$ cat src/sv/sfp_pkg.sv
// ----------------------------------------------------------------------------
// sfp_pkg
// shared types and constants of the session frame parser
// ----------------------------------------------------------------------------
package sfp_pkg;

    localparam int POSITION_WIDTH_DEF = 33;
    localparam int QUEUE_DEPTH_DEF    = 4;

    localparam int HEADER_BYTES = 24;
    localparam int LEG_BYTES    = 28;
    localparam int NUM_WORDS    = 7;
    localparam int LEG_REL_W    = 5;
    localparam int TABLE_END_W  = 21;
    localparam int NEED_W       = 33;

    localparam int CFG_ADDR_W = 3;
    localparam int CFG_DATA_W = 32;
    localparam int MAX_LEGS_W = 16;
    localparam logic [MAX_LEGS_W-1:0] MAX_LEGS_RESET = 16'd64;

    localparam logic REG_MAGIC    = 1'b0;
    localparam logic REG_MAX_LEGS = 1'b1;

    localparam int IN_DATA_W  = 8;
    localparam int OUT_DATA_W = 232;
    localparam int WORD_G_LSB = 192;
    localparam int STATUS_LSB = 224;

    typedef enum logic [1:0] {
        KIND_HEADER,
        KIND_LEG,
        KIND_REF,
        KIND_END
    } sfp_kind_t;

    typedef enum logic [1:0] {
        ST_OK,
        ST_TRUNC,
        ST_BAD_MAGIC,
        ST_BOUNDS
    } sfp_status_t;

    typedef struct packed {
        logic [31:0]           session_magic;
        logic [MAX_LEGS_W-1:0] max_legs;
    } sfp_cfg_t;

    typedef struct packed {
        logic                         rec_valid;
        sfp_kind_t                    rec_kind;
        logic [NUM_WORDS-1:0][31:0]   words;
        logic                         end_valid;
        sfp_status_t                  status;
        logic [NEED_W-1:0]            consumed;
    } sfp_entry_t;

endpackage

$ cat src/sv/sfp_csr.sv
// ----------------------------------------------------------------------------
// sfp_csr
// apb register file: session magic and leg count limit
// ----------------------------------------------------------------------------
module sfp_csr (
    input  logic                            aclk,
    input  logic                            aresetn,
    input  logic                            psel,
    input  logic                            penable,
    input  logic                            pwrite,
    input  logic [sfp_pkg::CFG_ADDR_W-1:0]  paddr,
    input  logic [sfp_pkg::CFG_DATA_W-1:0]  pwdata,
    output logic [sfp_pkg::CFG_DATA_W-1:0]  prdata,
    output logic                            pready,
    output sfp_pkg::sfp_cfg_t               cfg
);
    import sfp_pkg::*;

    logic [31:0]           magic_reg;
    logic [MAX_LEGS_W-1:0] max_legs_reg;
    logic                  wr_en;
    logic                  reg_sel;

    assign pready  = 1'b1;
    assign wr_en   = psel & penable & pwrite;
    assign reg_sel = paddr[CFG_ADDR_W-1];

    always_ff @(posedge aclk) begin
        if (!aresetn) begin
            magic_reg    <= '0;
            max_legs_reg <= MAX_LEGS_RESET;
        end else if (wr_en) begin
            case (reg_sel)
                REG_MAGIC:    magic_reg    <= pwdata[31:0];
                REG_MAX_LEGS: max_legs_reg <= pwdata[MAX_LEGS_W-1:0];
                default: ;
            endcase
        end
    end

    always_comb begin
        case (reg_sel)
            REG_MAGIC:    prdata = magic_reg;
            REG_MAX_LEGS: prdata = {{(CFG_DATA_W-MAX_LEGS_W){1'b0}}, max_legs_reg};
            default:      prdata = '0;
        endcase
    end

    assign cfg.session_magic = magic_reg;
    assign cfg.max_legs      = max_legs_reg;

endmodule

$ cat src/sv/sfp_front.sv
// ----------------------------------------------------------------------------
// sfp_front
// byte classifier: header, leg table and reference regions, end status
// ----------------------------------------------------------------------------
module sfp_front #(
    parameter int POSITION_WIDTH = sfp_pkg::POSITION_WIDTH_DEF
) (
    input  logic                           aclk,
    input  logic                           aresetn,
    input  sfp_pkg::sfp_cfg_t              cfg,
    input  logic                           accept,
    input  logic [sfp_pkg::IN_DATA_W-1:0]  frame_byte,
    input  logic                           final_byte,
    output logic                           push,
    output sfp_pkg::sfp_entry_t            entry
);
    import sfp_pkg::*;

    localparam int PW = POSITION_WIDTH;
    localparam int CW = (PW > NEED_W) ? PW : NEED_W;
    localparam logic [PW-1:0] POS_MAX = {PW{1'b1}};

    logic [PW-1:0]               pos_reg, pos_next, pos_inc;
    logic [31:0]                 wa_reg, wa_next, wa_shift;
    logic [NUM_WORDS-1:0][31:0]  store_reg, store_next;
    sfp_status_t                 err_reg, err_next;
    logic [TABLE_END_W-1:0]      table_end_reg, table_end_next, te_calc;
    logic [NEED_W-1:0]           need_reg, need_next, need_fin;
    logic [31:0]                 ref_max_reg, ref_max_next;
    logic [LEG_REL_W-1:0]        leg_rel_reg, leg_rel_next;
    logic [31:0]                 sum_reg, cand_max_reg;
    logic [NEED_W-1:0]           cand_need_reg;

    logic                        active, in_hdr, in_legs, in_refs;
    logic                        hdr_last, leg_last, leg_done;
    logic [15:0]                 legs_field;

    assign active   = accept && (pos_reg != POS_MAX) && (err_reg == ST_OK);
    assign in_hdr   = CW'(pos_reg) < CW'(HEADER_BYTES);
    assign in_legs  = CW'(pos_reg) < CW'(table_end_reg);
    assign in_refs  = CW'(pos_reg) < CW'(need_reg);
    assign wa_shift = {frame_byte, wa_reg[31:8]};
    assign hdr_last = pos_reg == PW'(HEADER_BYTES - 1);
    assign leg_last = leg_rel_reg == LEG_REL_W'(LEG_BYTES - 1);
    assign leg_done = active && !in_hdr && in_legs && leg_last;
    assign legs_field = store_reg[1][31:16];
    assign te_calc  = TABLE_END_W'({legs_field, 5'b0}) - TABLE_END_W'({legs_field, 2'b0})
                    + TABLE_END_W'(HEADER_BYTES);
    assign pos_inc  = (pos_reg == POS_MAX) ? pos_reg : pos_reg + PW'(1);
    assign need_fin = leg_done ? cand_need_reg : need_reg;

    always_comb begin
        pos_next       = pos_reg;
        wa_next        = wa_reg;
        store_next     = store_reg;
        err_next       = err_reg;
        table_end_next = table_end_reg;
        need_next      = need_reg;
        ref_max_next   = ref_max_reg;
        leg_rel_next   = leg_rel_reg;
        entry          = '0;

        if (active) begin
            if (in_hdr) begin
                wa_next = wa_shift;
                if (pos_reg[1:0] == 2'b11) begin
                    store_next[pos_reg[4:2]] = wa_shift;
                end
                if (hdr_last) begin
                    if (store_reg[0] != cfg.session_magic) begin
                        err_next = ST_BAD_MAGIC;
                    end else if (legs_field > cfg.max_legs) begin
                        err_next = ST_BOUNDS;
                    end else begin
                        table_end_next  = te_calc;
                        need_next       = NEED_W'(te_calc);
                        entry.rec_valid = 1'b1;
                        entry.rec_kind  = KIND_HEADER;
                        entry.words[0]  = {16'b0, store_reg[1][15:0]};
                        entry.words[1]  = {16'b0, legs_field};
                        entry.words[2]  = store_reg[2];
                        entry.words[3]  = store_reg[3];
                        entry.words[4]  = store_reg[4];
                        entry.words[5]  = wa_shift;
                    end
                end
            end else if (in_legs) begin
                wa_next      = wa_shift;
                leg_rel_next = leg_last ? '0 : leg_rel_reg + LEG_REL_W'(1);
                if (leg_rel_reg[1:0] == 2'b11) begin
                    store_next[leg_rel_reg[4:2]] = wa_shift;
                end
                if (leg_last) begin
                    ref_max_next    = cand_max_reg;
                    need_next       = cand_need_reg;
                    entry.rec_valid = 1'b1;
                    entry.rec_kind  = KIND_LEG;
                    entry.words[0]  = store_reg[0];
                    entry.words[1]  = store_reg[1];
                    entry.words[2]  = store_reg[2];
                    entry.words[3]  = store_reg[3];
                    entry.words[4]  = store_reg[4];
                    entry.words[5]  = store_reg[5];
                    entry.words[6]  = wa_shift;
                end
            end else if (in_refs) begin
                entry.rec_valid = 1'b1;
                entry.rec_kind  = KIND_REF;
                entry.words[0]  = {24'b0, frame_byte};
            end
        end

        if (accept) begin
            pos_next = pos_inc;
        end

        // end of frame: status record, then back to the start of a frame
        if (accept && final_byte) begin
            entry.end_valid = 1'b1;
            if (CW'(pos_inc) < CW'(HEADER_BYTES)) begin
                entry.status = ST_TRUNC;
            end else if (err_next != ST_OK) begin
                entry.status = err_next;
            end else if (CW'(pos_inc) < CW'(need_fin)) begin
                entry.status = ST_BOUNDS;
            end else begin
                entry.status   = ST_OK;
                entry.consumed = need_fin;
            end
            pos_next       = '0;
            err_next       = ST_OK;
            table_end_next = TABLE_END_W'(HEADER_BYTES);
            need_next      = NEED_W'(HEADER_BYTES);
            ref_max_next   = '0;
            leg_rel_next   = '0;
        end

        push = entry.rec_valid || entry.end_valid;
    end

    always_ff @(posedge aclk) begin
        if (!aresetn) begin
            pos_reg       <= '0;
            err_reg       <= ST_OK;
            table_end_reg <= TABLE_END_W'(HEADER_BYTES);
            need_reg      <= NEED_W'(HEADER_BYTES);
            ref_max_reg   <= '0;
            leg_rel_reg   <= '0;
        end else begin
            pos_reg       <= pos_next;
            err_reg       <= err_next;
            table_end_reg <= table_end_next;
            need_reg      <= need_next;
            ref_max_reg   <= ref_max_next;
            leg_rel_reg   <= leg_rel_next;
        end
    end

    // reference end candidate, settled in the last bytes of each leg
    always_ff @(posedge aclk) begin
        wa_reg        <= wa_next;
        store_reg     <= store_next;
        sum_reg       <= store_reg[4] + store_reg[5];
        cand_max_reg  <= ((store_reg[5] != '0) && (sum_reg > ref_max_reg)) ? sum_reg
                                                                           : ref_max_reg;
        cand_need_reg <= NEED_W'(table_end_reg) + NEED_W'(cand_max_reg);
    end

endmodule

$ cat src/sv/sfp_queue.sv
// ----------------------------------------------------------------------------
// sfp_queue
// short record queue between the classifier and the output stage
// ----------------------------------------------------------------------------
module sfp_queue #(
    parameter int DEPTH = sfp_pkg::QUEUE_DEPTH_DEF
) (
    input  logic                 aclk,
    input  logic                 aresetn,
    input  logic                 push,
    input  sfp_pkg::sfp_entry_t  entry_in,
    output logic                 ready,
    input  logic                 pop,
    output sfp_pkg::sfp_entry_t  head,
    output logic                 empty
);
    import sfp_pkg::*;

    localparam int PTR_W = (DEPTH > 1) ? $clog2(DEPTH) : 1;
    localparam int CNT_W = $clog2(DEPTH + 1);

    sfp_entry_t        mem_reg [DEPTH];
    logic [PTR_W-1:0]  wr_ptr_reg, wr_ptr_next;
    logic [PTR_W-1:0]  rd_ptr_reg, rd_ptr_next;
    logic [CNT_W-1:0]  count_reg, count_next;
    logic              do_pop;

    assign ready  = count_reg != CNT_W'(DEPTH);
    assign empty  = count_reg == '0;
    assign do_pop = pop && !empty;
    assign head   = mem_reg[rd_ptr_reg];

    always_comb begin
        wr_ptr_next = wr_ptr_reg;
        rd_ptr_next = rd_ptr_reg;
        count_next  = count_reg;
        if (push) begin
            wr_ptr_next = (wr_ptr_reg == PTR_W'(DEPTH - 1)) ? '0 : wr_ptr_reg + PTR_W'(1);
        end
        if (do_pop) begin
            rd_ptr_next = (rd_ptr_reg == PTR_W'(DEPTH - 1)) ? '0 : rd_ptr_reg + PTR_W'(1);
        end
        case ({push, do_pop})
            2'b10:   count_next = count_reg + CNT_W'(1);
            2'b01:   count_next = count_reg - CNT_W'(1);
            default: count_next = count_reg;
        endcase
    end

    always_ff @(posedge aclk) begin
        if (!aresetn) begin
            wr_ptr_reg <= '0;
            rd_ptr_reg <= '0;
            count_reg  <= '0;
        end else begin
            wr_ptr_reg <= wr_ptr_next;
            rd_ptr_reg <= rd_ptr_next;
            count_reg  <= count_next;
        end
    end

    always_ff @(posedge aclk) begin
        if (push) begin
            mem_reg[wr_ptr_reg] <= entry_in;
        end
    end

endmodule

$ cat src/sv/sfp_back.sv
// ----------------------------------------------------------------------------
// sfp_back
// output stage: expands queue entries into record transfers
// ----------------------------------------------------------------------------
module sfp_back (
    input  logic                            aclk,
    input  logic                            aresetn,
    input  sfp_pkg::sfp_entry_t             head,
    input  logic                            empty,
    output logic                            pop,
    output logic                            m_tvalid,
    input  logic                            m_tready,
    output logic [sfp_pkg::OUT_DATA_W-1:0]  m_tdata,
    output logic [1:0]                      m_tuser,
    output logic                            m_tlast
);
    import sfp_pkg::*;

    logic                   m_valid_reg, m_valid_next;
    sfp_kind_t              m_kind_reg, m_kind_next;
    logic [OUT_DATA_W-1:0]  m_data_reg, m_data_next;
    logic                   m_last_reg, m_last_next;
    logic                   pend_reg, pend_next;
    sfp_status_t            pend_status_reg, pend_status_next;
    logic [NEED_W-1:0]      pend_consumed_reg, pend_consumed_next;
    logic                   load;

    function automatic logic [OUT_DATA_W-1:0] end_data(sfp_status_t st,
                                                       logic [NEED_W-1:0] consumed);
        logic [OUT_DATA_W-1:0] d;
        d = '0;
        d[31:0]             = consumed[31:0];
        d[WORD_G_LSB]       = consumed[NEED_W-1];
        d[STATUS_LSB +: 2]  = st;
        return d;
    endfunction

    assign load = !m_valid_reg || m_tready;

    always_comb begin
        m_valid_next       = m_valid_reg;
        m_kind_next        = m_kind_reg;
        m_data_next        = m_data_reg;
        m_last_next        = m_last_reg;
        pend_next          = pend_reg;
        pend_status_next   = pend_status_reg;
        pend_consumed_next = pend_consumed_reg;
        pop                = 1'b0;

        if (load) begin
            if (pend_reg) begin
                m_valid_next = 1'b1;
                m_kind_next  = KIND_END;
                m_data_next  = end_data(pend_status_reg, pend_consumed_reg);
                m_last_next  = 1'b1;
                pend_next    = 1'b0;
            end else if (!empty) begin
                pop          = 1'b1;
                m_valid_next = 1'b1;
                if (head.rec_valid) begin
                    m_kind_next        = head.rec_kind;
                    m_data_next        = OUT_DATA_W'(head.words);
                    m_last_next        = 1'b0;
                    pend_next          = head.end_valid;
                    pend_status_next   = head.status;
                    pend_consumed_next = head.consumed;
                end else begin
                    m_kind_next = KIND_END;
                    m_data_next = end_data(head.status, head.consumed);
                    m_last_next = 1'b1;
                end
            end else begin
                m_valid_next = 1'b0;
            end
        end
    end

    always_ff @(posedge aclk) begin
        if (!aresetn) begin
            m_valid_reg <= 1'b0;
            pend_reg    <= 1'b0;
        end else begin
            m_valid_reg <= m_valid_next;
            pend_reg    <= pend_next;
        end
    end

    always_ff @(posedge aclk) begin
        m_kind_reg        <= m_kind_next;
        m_data_reg        <= m_data_next;
        m_last_reg        <= m_last_next;
        pend_status_reg   <= pend_status_next;
        pend_consumed_reg <= pend_consumed_next;
    end

    assign m_tvalid = m_valid_reg;
    assign m_tdata  = m_data_reg;
    assign m_tuser  = m_kind_reg;
    assign m_tlast  = m_last_reg;

endmodule

$ cat src/sv/session_frame_parser.sv
// ----------------------------------------------------------------------------
// session_frame_parser
// streaming parser of session frames: header, leg table, reference bytes
// ----------------------------------------------------------------------------
// usage:
//   s_ channel: one frame byte per transfer, s_tlast on the last byte of the
//   frame buffer. m_ channel: one record per transfer, kind in m_tuser,
//   m_tlast on the end status record that closes every frame.
//   apb port: session magic at 0x0, leg count limit at 0x4.
// timing:
//   a byte is classified in the cycle of its transfer; its record is registered
//   in the record queue and then in the output register before it shows on m_.
//   one byte per cycle is taken while the queue has room; a final byte that
//   also completes a record gives two output transfers, which the output stage
//   sends one after the other. the 4-entry record queue absorbs that. the leg
//   count multiply is a shift and subtract, and the reference end update is
//   spread over the last bytes of each leg, so nothing limits the byte rate.
// reset:
//   frame state returns to the start of a frame, magic to 0, limit to 64.
// stalls:
//   when m_tready is low the output register holds; once the queue fills,
//   s_tready drops until the receiver takes records again.
// ----------------------------------------------------------------------------
module session_frame_parser #(
    parameter int POSITION_WIDTH = sfp_pkg::POSITION_WIDTH_DEF,
    parameter int QUEUE_DEPTH    = sfp_pkg::QUEUE_DEPTH_DEF
) (
    input  logic                            aclk,
    input  logic                            aresetn,
    input  logic                            s_tvalid,
    output logic                            s_tready,
    input  logic [sfp_pkg::IN_DATA_W-1:0]   s_tdata,   // frame_byte
    input  logic                            s_tlast,   // final_byte
    output logic                            m_tvalid,
    input  logic                            m_tready,
    // word_a, word_b, word_c, word_d, word_e, word_f, word_g, status, zero pad
    output logic [sfp_pkg::OUT_DATA_W-1:0]  m_tdata,
    output logic [1:0]                      m_tuser,   // record_kind
    output logic                            m_tlast,   // run_end
    input  logic                            psel,
    input  logic                            penable,
    input  logic                            pwrite,
    input  logic [sfp_pkg::CFG_ADDR_W-1:0]  paddr,
    input  logic [sfp_pkg::CFG_DATA_W-1:0]  pwdata,
    output logic [sfp_pkg::CFG_DATA_W-1:0]  prdata,
    output logic                            pready
);
    import sfp_pkg::*;

    sfp_cfg_t    cfg;
    sfp_entry_t  push_entry, head;
    logic        accept, push, pop, empty, q_ready;

    assign s_tready = q_ready;
    assign accept   = s_tvalid & q_ready;

    sfp_csr u_csr (
        .aclk    (aclk),
        .aresetn (aresetn),
        .psel    (psel),
        .penable (penable),
        .pwrite  (pwrite),
        .paddr   (paddr),
        .pwdata  (pwdata),
        .prdata  (prdata),
        .pready  (pready),
        .cfg     (cfg)
    );

    sfp_front #(
        .POSITION_WIDTH (POSITION_WIDTH)
    ) u_front (
        .aclk       (aclk),
        .aresetn    (aresetn),
        .cfg        (cfg),
        .accept     (accept),
        .frame_byte (s_tdata),
        .final_byte (s_tlast),
        .push       (push),
        .entry      (push_entry)
    );

    sfp_queue #(
        .DEPTH (QUEUE_DEPTH)
    ) u_queue (
        .aclk     (aclk),
        .aresetn  (aresetn),
        .push     (push),
        .entry_in (push_entry),
        .ready    (q_ready),
        .pop      (pop),
        .head     (head),
        .empty    (empty)
    );

    sfp_back u_back (
        .aclk     (aclk),
        .aresetn  (aresetn),
        .head     (head),
        .empty    (empty),
        .pop      (pop),
        .m_tvalid (m_tvalid),
        .m_tready (m_tready),
        .m_tdata  (m_tdata),
        .m_tuser  (m_tuser),
        .m_tlast  (m_tlast)
    );

endmodule

$ cat config.mk
export PLATFORM = sky130hd
export DESIGN_NAME = session_frame_parser
export DESIGN_NICKNAME = d
export VERILOG_FILES = /design/src/sv/sfp_pkg.sv /design/src/sv/sfp_csr.sv /design/src/sv/sfp_front.sv /design/src/sv/sfp_queue.sv /design/src/sv/sfp_back.sv /design/src/sv/session_frame_parser.sv
export SDC_FILE = /design/constraint.sdc
export NUM_CORES = 2
export LEC_CHECK = 0
export ABC_AREA = 1
export BUFFER_PORTS_ARGS = -buffer_cell sky130_fd_sc_hd__buf_4
export CAP_MARGIN = 20
export CORE_MARGIN = 2
export CORE_UTILIZATION = 30
export DETAILED_ROUTE_END_ITERATION = 10
export GPL_ROUTABILITY_DRIVEN = 0
export PLACE_DENSITY = 0.52
export SYNTH_ARGS = -nofsm -noshare
export SYNTH_HDL_FRONTEND = slang
export SYNTH_SLANG_ARGS = --single-unit
$ cat constraint.sdc
create_clock -name aclk -period 15.2 [get_ports aclk]
set_input_delay 1.52 -clock aclk [delete_from_list [all_inputs] [get_ports aclk]]
set_output_delay 1.52 -clock aclk [all_outputs]
set_load 0.005 [all_outputs]
## Yosys cells after proc, flatten, opt, wreduce, memory -nomap -nowiden

Memory sizes are Yosys's and may differ from the RTL's. A register that Yosys moved wholly into a read port is not among the register bits.
Cells that the tools add are included.

| word-level totals | value |
|---|---|
| register bits | 806 |
| bits in writable memories | 1052 |
| bits of input ports | 51 |
| output and inout port bits | 270 |
| logic and storage cells | 185 |
| memories kept | 1 |

| operators by class | value |
|---|---|
| add/subtract/negate cells | 10 |
| magnitude comparators | 11 |
| eq/ne operators | 17 |
| muxes and demuxes | 72 |
| bitwise logic cells | 10 |
| reductions and logical operators | 34 |

Memories:

| memory | depth | width | read ports | clocked after memory_dff | wr ports | RTL line | source |
|---|---|---|---|---|---|---|---|
| u_queue.mem_reg | 4 | 263 | 1 | 1 | 1 | sfp_queue.sv:22 | `sfp_entry_t mem_reg [DEPTH];` |

Operators by type and width:

| operator | number |
|---|---|
| $mux 192 | 5 |
| $mux 224 | 4 |
| $mux 227 | 2 |
| $mux 226 | 2 |
| $bwmux 224 | 2 |
| $mux 33 | 11 |
| $mux 232 | 1 |
| $mux 32 | 7 |
| $demux 32 s3 | 2 |
| $lt 33x33->1 | 2 |
| $lt 33x5->1 const B | 2 |
| $pmux 32 s2 | 1 |
| $mux 36 | 1 |
| $add 21x32->33 | 1 |
| $add 33x1->33 const B | 1 |
| $eq 33x33->1 const B | 1 |
| $eq 33x5->1 const B | 1 |
| $lt 33x21->1 | 1 |
| $ne 33x33->1 const B | 1 |
| $add 32x32->32 | 1 |
| $gt 32x32->1 | 1 |
| $ne 32x32->1 | 1 |
| $reduce_bool 32->1 | 1 |
| $mux 2 | 14 |
| other kinds (33) | 88 |

## Depth between registers and ports, before layout

| depth | value |
|---|---|
| depth after elaboration | 16 |
| mapped depth | 31 |
| gate-level depth less buffers | 28 |

## Modules after synthesis

Synthesis repeated with hierarchy kept, for this count alone.

| unflattened totals | value |
|---|---|
| cell total of the unflattened synthesis | 7198 |
| area total of the unflattened synthesis | 78139.9 µm² |

By module, submodules not included:

| module | times used | cells each | area an instance (µm²) | seq. area each (µm²) |
|---|---|---|---|---|
| sfp_queue | 1 | 2607 | 39097.5 | 31770.5 |
| sfp_front | 1 | 3362 | 26009.9 | 10910.5 |
| sfp_back | 1 | 843 | 10689.0 | 7967.6 |
| sfp_csr | 1 | 384 | 2336.0 | 960.9 |
| session_frame_parser | 1 | 2 | 7.5 | 0.0 |

## Worst setup path before layout

No wires, ideal clock.

| path | value |
|---|---|
| kind | input to register |
| start | input s_tvalid |
| end | memory u_queue.mem_reg[0][0] (netlist bit), enable pin |
| library setup time | 0.614 ns |
| arrival | 7.755 ns |
| required time | 14.586 ns |
| slack | 6.831 ns |
| stages | 11 |
| path buffers | 1 |
| cells stage by stage | nand2_2 > nor3_1 > nand2_4 > nor2_4 > buf_6 > inv_2 > nor2_1 > nand2_2 > nand3_2 > nand2_1 > inv_1 |

| on the way | value |
|---|---|
| longest elaborated chain between the ends | 7 |
| elaborated cells between the ends (all ways) | 9 |
| those cells by class | 4 x mux; 1 x bitwise; 4 x reduce/logical |

RTL lines:

| item | RTL line | source |
|---|---|---|
| from (decl) | session_frame_parser.sv:30 | `input logic s_tvalid,` |
| $and 1x1->1 (*) | session_frame_parser.sv:55 | `assign accept = s_tvalid & q_ready;` |
| $logic_and 1x1->1 (2 in a row) | sfp_front.sv:38 | `assign active = accept && (pos_reg != POS_MAX) && (err_reg == ST_OK);` |
| $mux 227 | sfp_front.sv:63 | `if (active) begin` |
| $logic_or 1x1->1 (*) | sfp_front.sv:138 | `push = entry.rec_valid \|\| entry.end_valid;` |
| $mux 1 (*) | sfp_queue.sv:63 | `if (push) begin` |
| $mux 1 (not written as such) (*) | sfp_queue.sv:64 | `mem_reg[wr_ptr_reg] <= entry_in;` |
| to (decl) | sfp_queue.sv:22 |  |

Mark *: on every way between the ends. The rest lies on a longest branch, timed or not.

==> out/qor.txt <==
status -> complete, no violations
Synthesis Warnings -> 0
placed cell area -> 0.0830 mm2
Largest register FFs -> 1052
Syn Inst Count -> 7060
Bufs on Longest Clock Path -> 3
vias per cell -> 4.88
adder-cell share of the synthesized area -> 0.0339
CTS tree -> yes
# port buffers -> 311
fin cells -> 10800
DP Worst Slack -> 7520 ps
Slew Limit Fails -> 0
Design Power -> 14.9 mW
buffers and inverters on the worst path -> 4
share of layout cells above drive strength 1 -> 0.108
metal3 WL -> 13900 um
worst hold path type -> reg -> reg
TNS Setup -> 0 ps
largest family of logic cells by synthesized area -> simple AND/OR/NAND/NOR gates
Synth Area per Inst -> 10.9 um2
compound-gate portion of the synthesized area -> 0.109
num ports -> 321
die area -> 0.261 mm2
hold slack -> 363 ps
Relative slew margins -> 0.132
reg2reg setup slack -> 8520 ps
fmax -> 0.147 GHz
Hold Buf Count CTS -> 0
Worst Tran Pin Value -> 1300 ps
Detailed Route Iter0 Violations -> 5152
Vias -> 52800
DRC -> 0
max_cap viols -> 0
largest fanout on the critical path -> 62
Crit Path Category -> in -> reg
crit end category -> flip-flop
global-route wire length before repair -> 343000 um
dpl cells -> 10500
M1 wire length -> 100000 um
Final Util -> 0.347
CTS Sinks -> 1812
clk slew on worst S/H paths -> 60 ps
Power Dens Cells -> 168 mW/mm2
LEAKAGE -> 33.1 nW
Critical Path Slowest Stage Cell -> inv_2
grt total ovfl -> 0
Synth-to-Final Area Change -> 15.2%
CP arrival -> 7430 ps
H-tree levels -> 4
met2 wire len -> 113000 um
most used cell, CP -> nand2_1
die width -> 511 um
max incr delay on CP -> 830 ps
post-CTS sizing -> 0
post-synth cell types -> 59
vias in the first global route -> 50700
dpl hpwl -> 153000 um
final hold violations -> 0
Post-Syn Area -> 0.0771 mm2
# Post-CTS Setup Buffers -> 0
crit start category -> input port
highest metal used -> met5
largest net degree at the start of global routing -> 207
Die Height -> 511 um
Seq/Total Area, Yosys -> 0.669
clock latency on the worst-skew pair -> 840 ps
wire per inst -> 21.8 um
Nets -> 7540
CP cell instances -> buf_4 -> nand2_2 -> buf_4 -> nor3_1 -> nand2_4 -> nor2_4 -> nand3_4 -> inv_2 -> nand2_1 -> nand2_1 -> ha_1 -> nand2_1 -> inv_1 -> nand3_1 -> nor3_1 -> nand2_1 -> nor4b_1 -> nand2_1 -> nand2_2 -> nand3_1 -> nor2_1
Initial Util -> 0.301
mux share of post-synthesis cell area -> 0
DRT Pass-1 Iters -> 6
Post-Synth Simple-Gate Area -> 0.135
post-synthesis register bit count -> 1812
Worst EP required -> 15830 ps
Total Routing Usage GR -> 0.175
delay-heaviest family, CP -> simple AND/OR/NAND/NOR gates
Num CTS Buffers -> 179
initial antenna violation count -> 9
setup repair after global routing missed its margin -> false
clock skew -> 55.5 ps
remaining antenna violation count after routing -> 0
Tmin final -> 6800 ps
Final WS setup -> 8400 ps
IR Drop Worst-Case VDD -> 0.180 mV
xor and xnor area share after synthesis -> 0.0107
fin area -> 0.0889 mm2
row count -> 186
core area -> 0.256 mm2
WL final -> 236000 um
# setup viols final -> 0
CTS Root Cell -> clkbuf_16
Tcrit/Tclk final -> 0.447
-- worst reg2reg max path, stage by stage (launching register included) --
cell and delay [ps]:
dfxtp_1 640, ha_1 350, nand2_1 80, nand2_1 50, nand2_1 50, nand2_1 60, nand2_1 60, nand2_1 60
nand2_1 70, nand2_1 90, a21oi_1 220, buf_4 260, nand3_4 600, inv_2 840, nand2_1 200, nand2_1 110
ha_1 130, nand2_1 70, inv_1 70, nand3_1 70, nor3_1 380, nand2_1 200, nor4b_1 300, nand2_1 140
nand2_2 590, nand3_1 450, nor2_1 340
-- layout make-up --
cell class              instances  area, um2
fillers                     25200     167000
flip-flops and latches       1812      51600
multi-input cells            4424      22300
clock buffers                 247       4960
well taps                    3384       4230
repair buffers                392       3060
inverters                     473       1840
clock inverters                79        836
diodes                          2       5.00
-- where the power goes --
part           switching [mW]  internal [mW]
clock network            1.95           2.44
logic                    2.71           1.05
registers               0.280           6.50
total                    4.94           9.98
-- Yosys cell counts (all sizes together) --
library cell	instances	area, um2
o211a	1	10.0
o21ai	790	3970
xor2	63	552
a32oi	1	8.76
nor4	10	62.6
a211oi	9	82.6
o221ai	8	70.1
nand2	790	3000
o22ai	124	1080
nor3b	2	15.0
clkbuf	275	1030
xnor2	31	272
dfxtp	280	5610
a21boi	5	37.5
nand3b	4	30.0
a31oi	13	93.8
nor4b	1	8.76
inv	467	1750
buf	81	494
nor3	51	260
a311oi	1	8.76
edfxtp	1532	46000
a41oi	3	26.3
ha	204	2550
nor2	1522	5800
nand3	148	786
a221oi	1	8.76
clkinv	6	22.5
o2111ai	1	8.76
a21oi	498	2500
o211ai	9	67.6
conb	2	7.51
fa	3	60.1
o21a	39	293
a21o	7	52.6
a22o	2	17.5
or2	16	100
a22oi	1	7.51
o21bai	4	30.0
nand4	55	359
-- cell families (layout without fill, tap and decap cells) --
group / count (synthesis) / count (layout)
fa+ha+maj: 207 / 207
compound gates: 1517 / 1517
simple gates: 2599 / 2599
flops: 1812 / 1812
other cells: 2 / 9
xor+xnor: 94 / 94
buf+inv: 829 / 1191
-- final timing paths --
kind         depth (start not counted)                  endpoint                    start
max                                 21    u_queue.mem_reg[0][12]                 s_tvalid
min                                  0  u_front.cand_need_reg[1]  u_front.cand_max_reg[1]
max reg2reg                         26    u_queue.mem_reg[0][12]       u_front.pos_reg[2]
min reg2reg                          0  u_front.cand_need_reg[1]  u_front.cand_max_reg[1]
-- placed cells by master (no fill, tap or decap), drive strengths merged, types with 39 or more instances in the layout --
cell type	n
a21oi	498
clkinv	67
clkbuf	247
edfxtp	1532
o22ai	124
buf	392
nor3	51
nand4	55
nand2	790
dfxtp	280
ha	204
nand3	148
inv	471
o21a	39
o21ai	790
xor2	63
nor2	1522
-- per-layer routing --
metal  GRT usage  vias to the layer above
met5           0                        -
met4      0.0669                        4
met1       0.229                    25900
met3      0.0284                      344
li1            -                    24900
met2       0.292                     1610
Power figures use the tool's default switching activity.
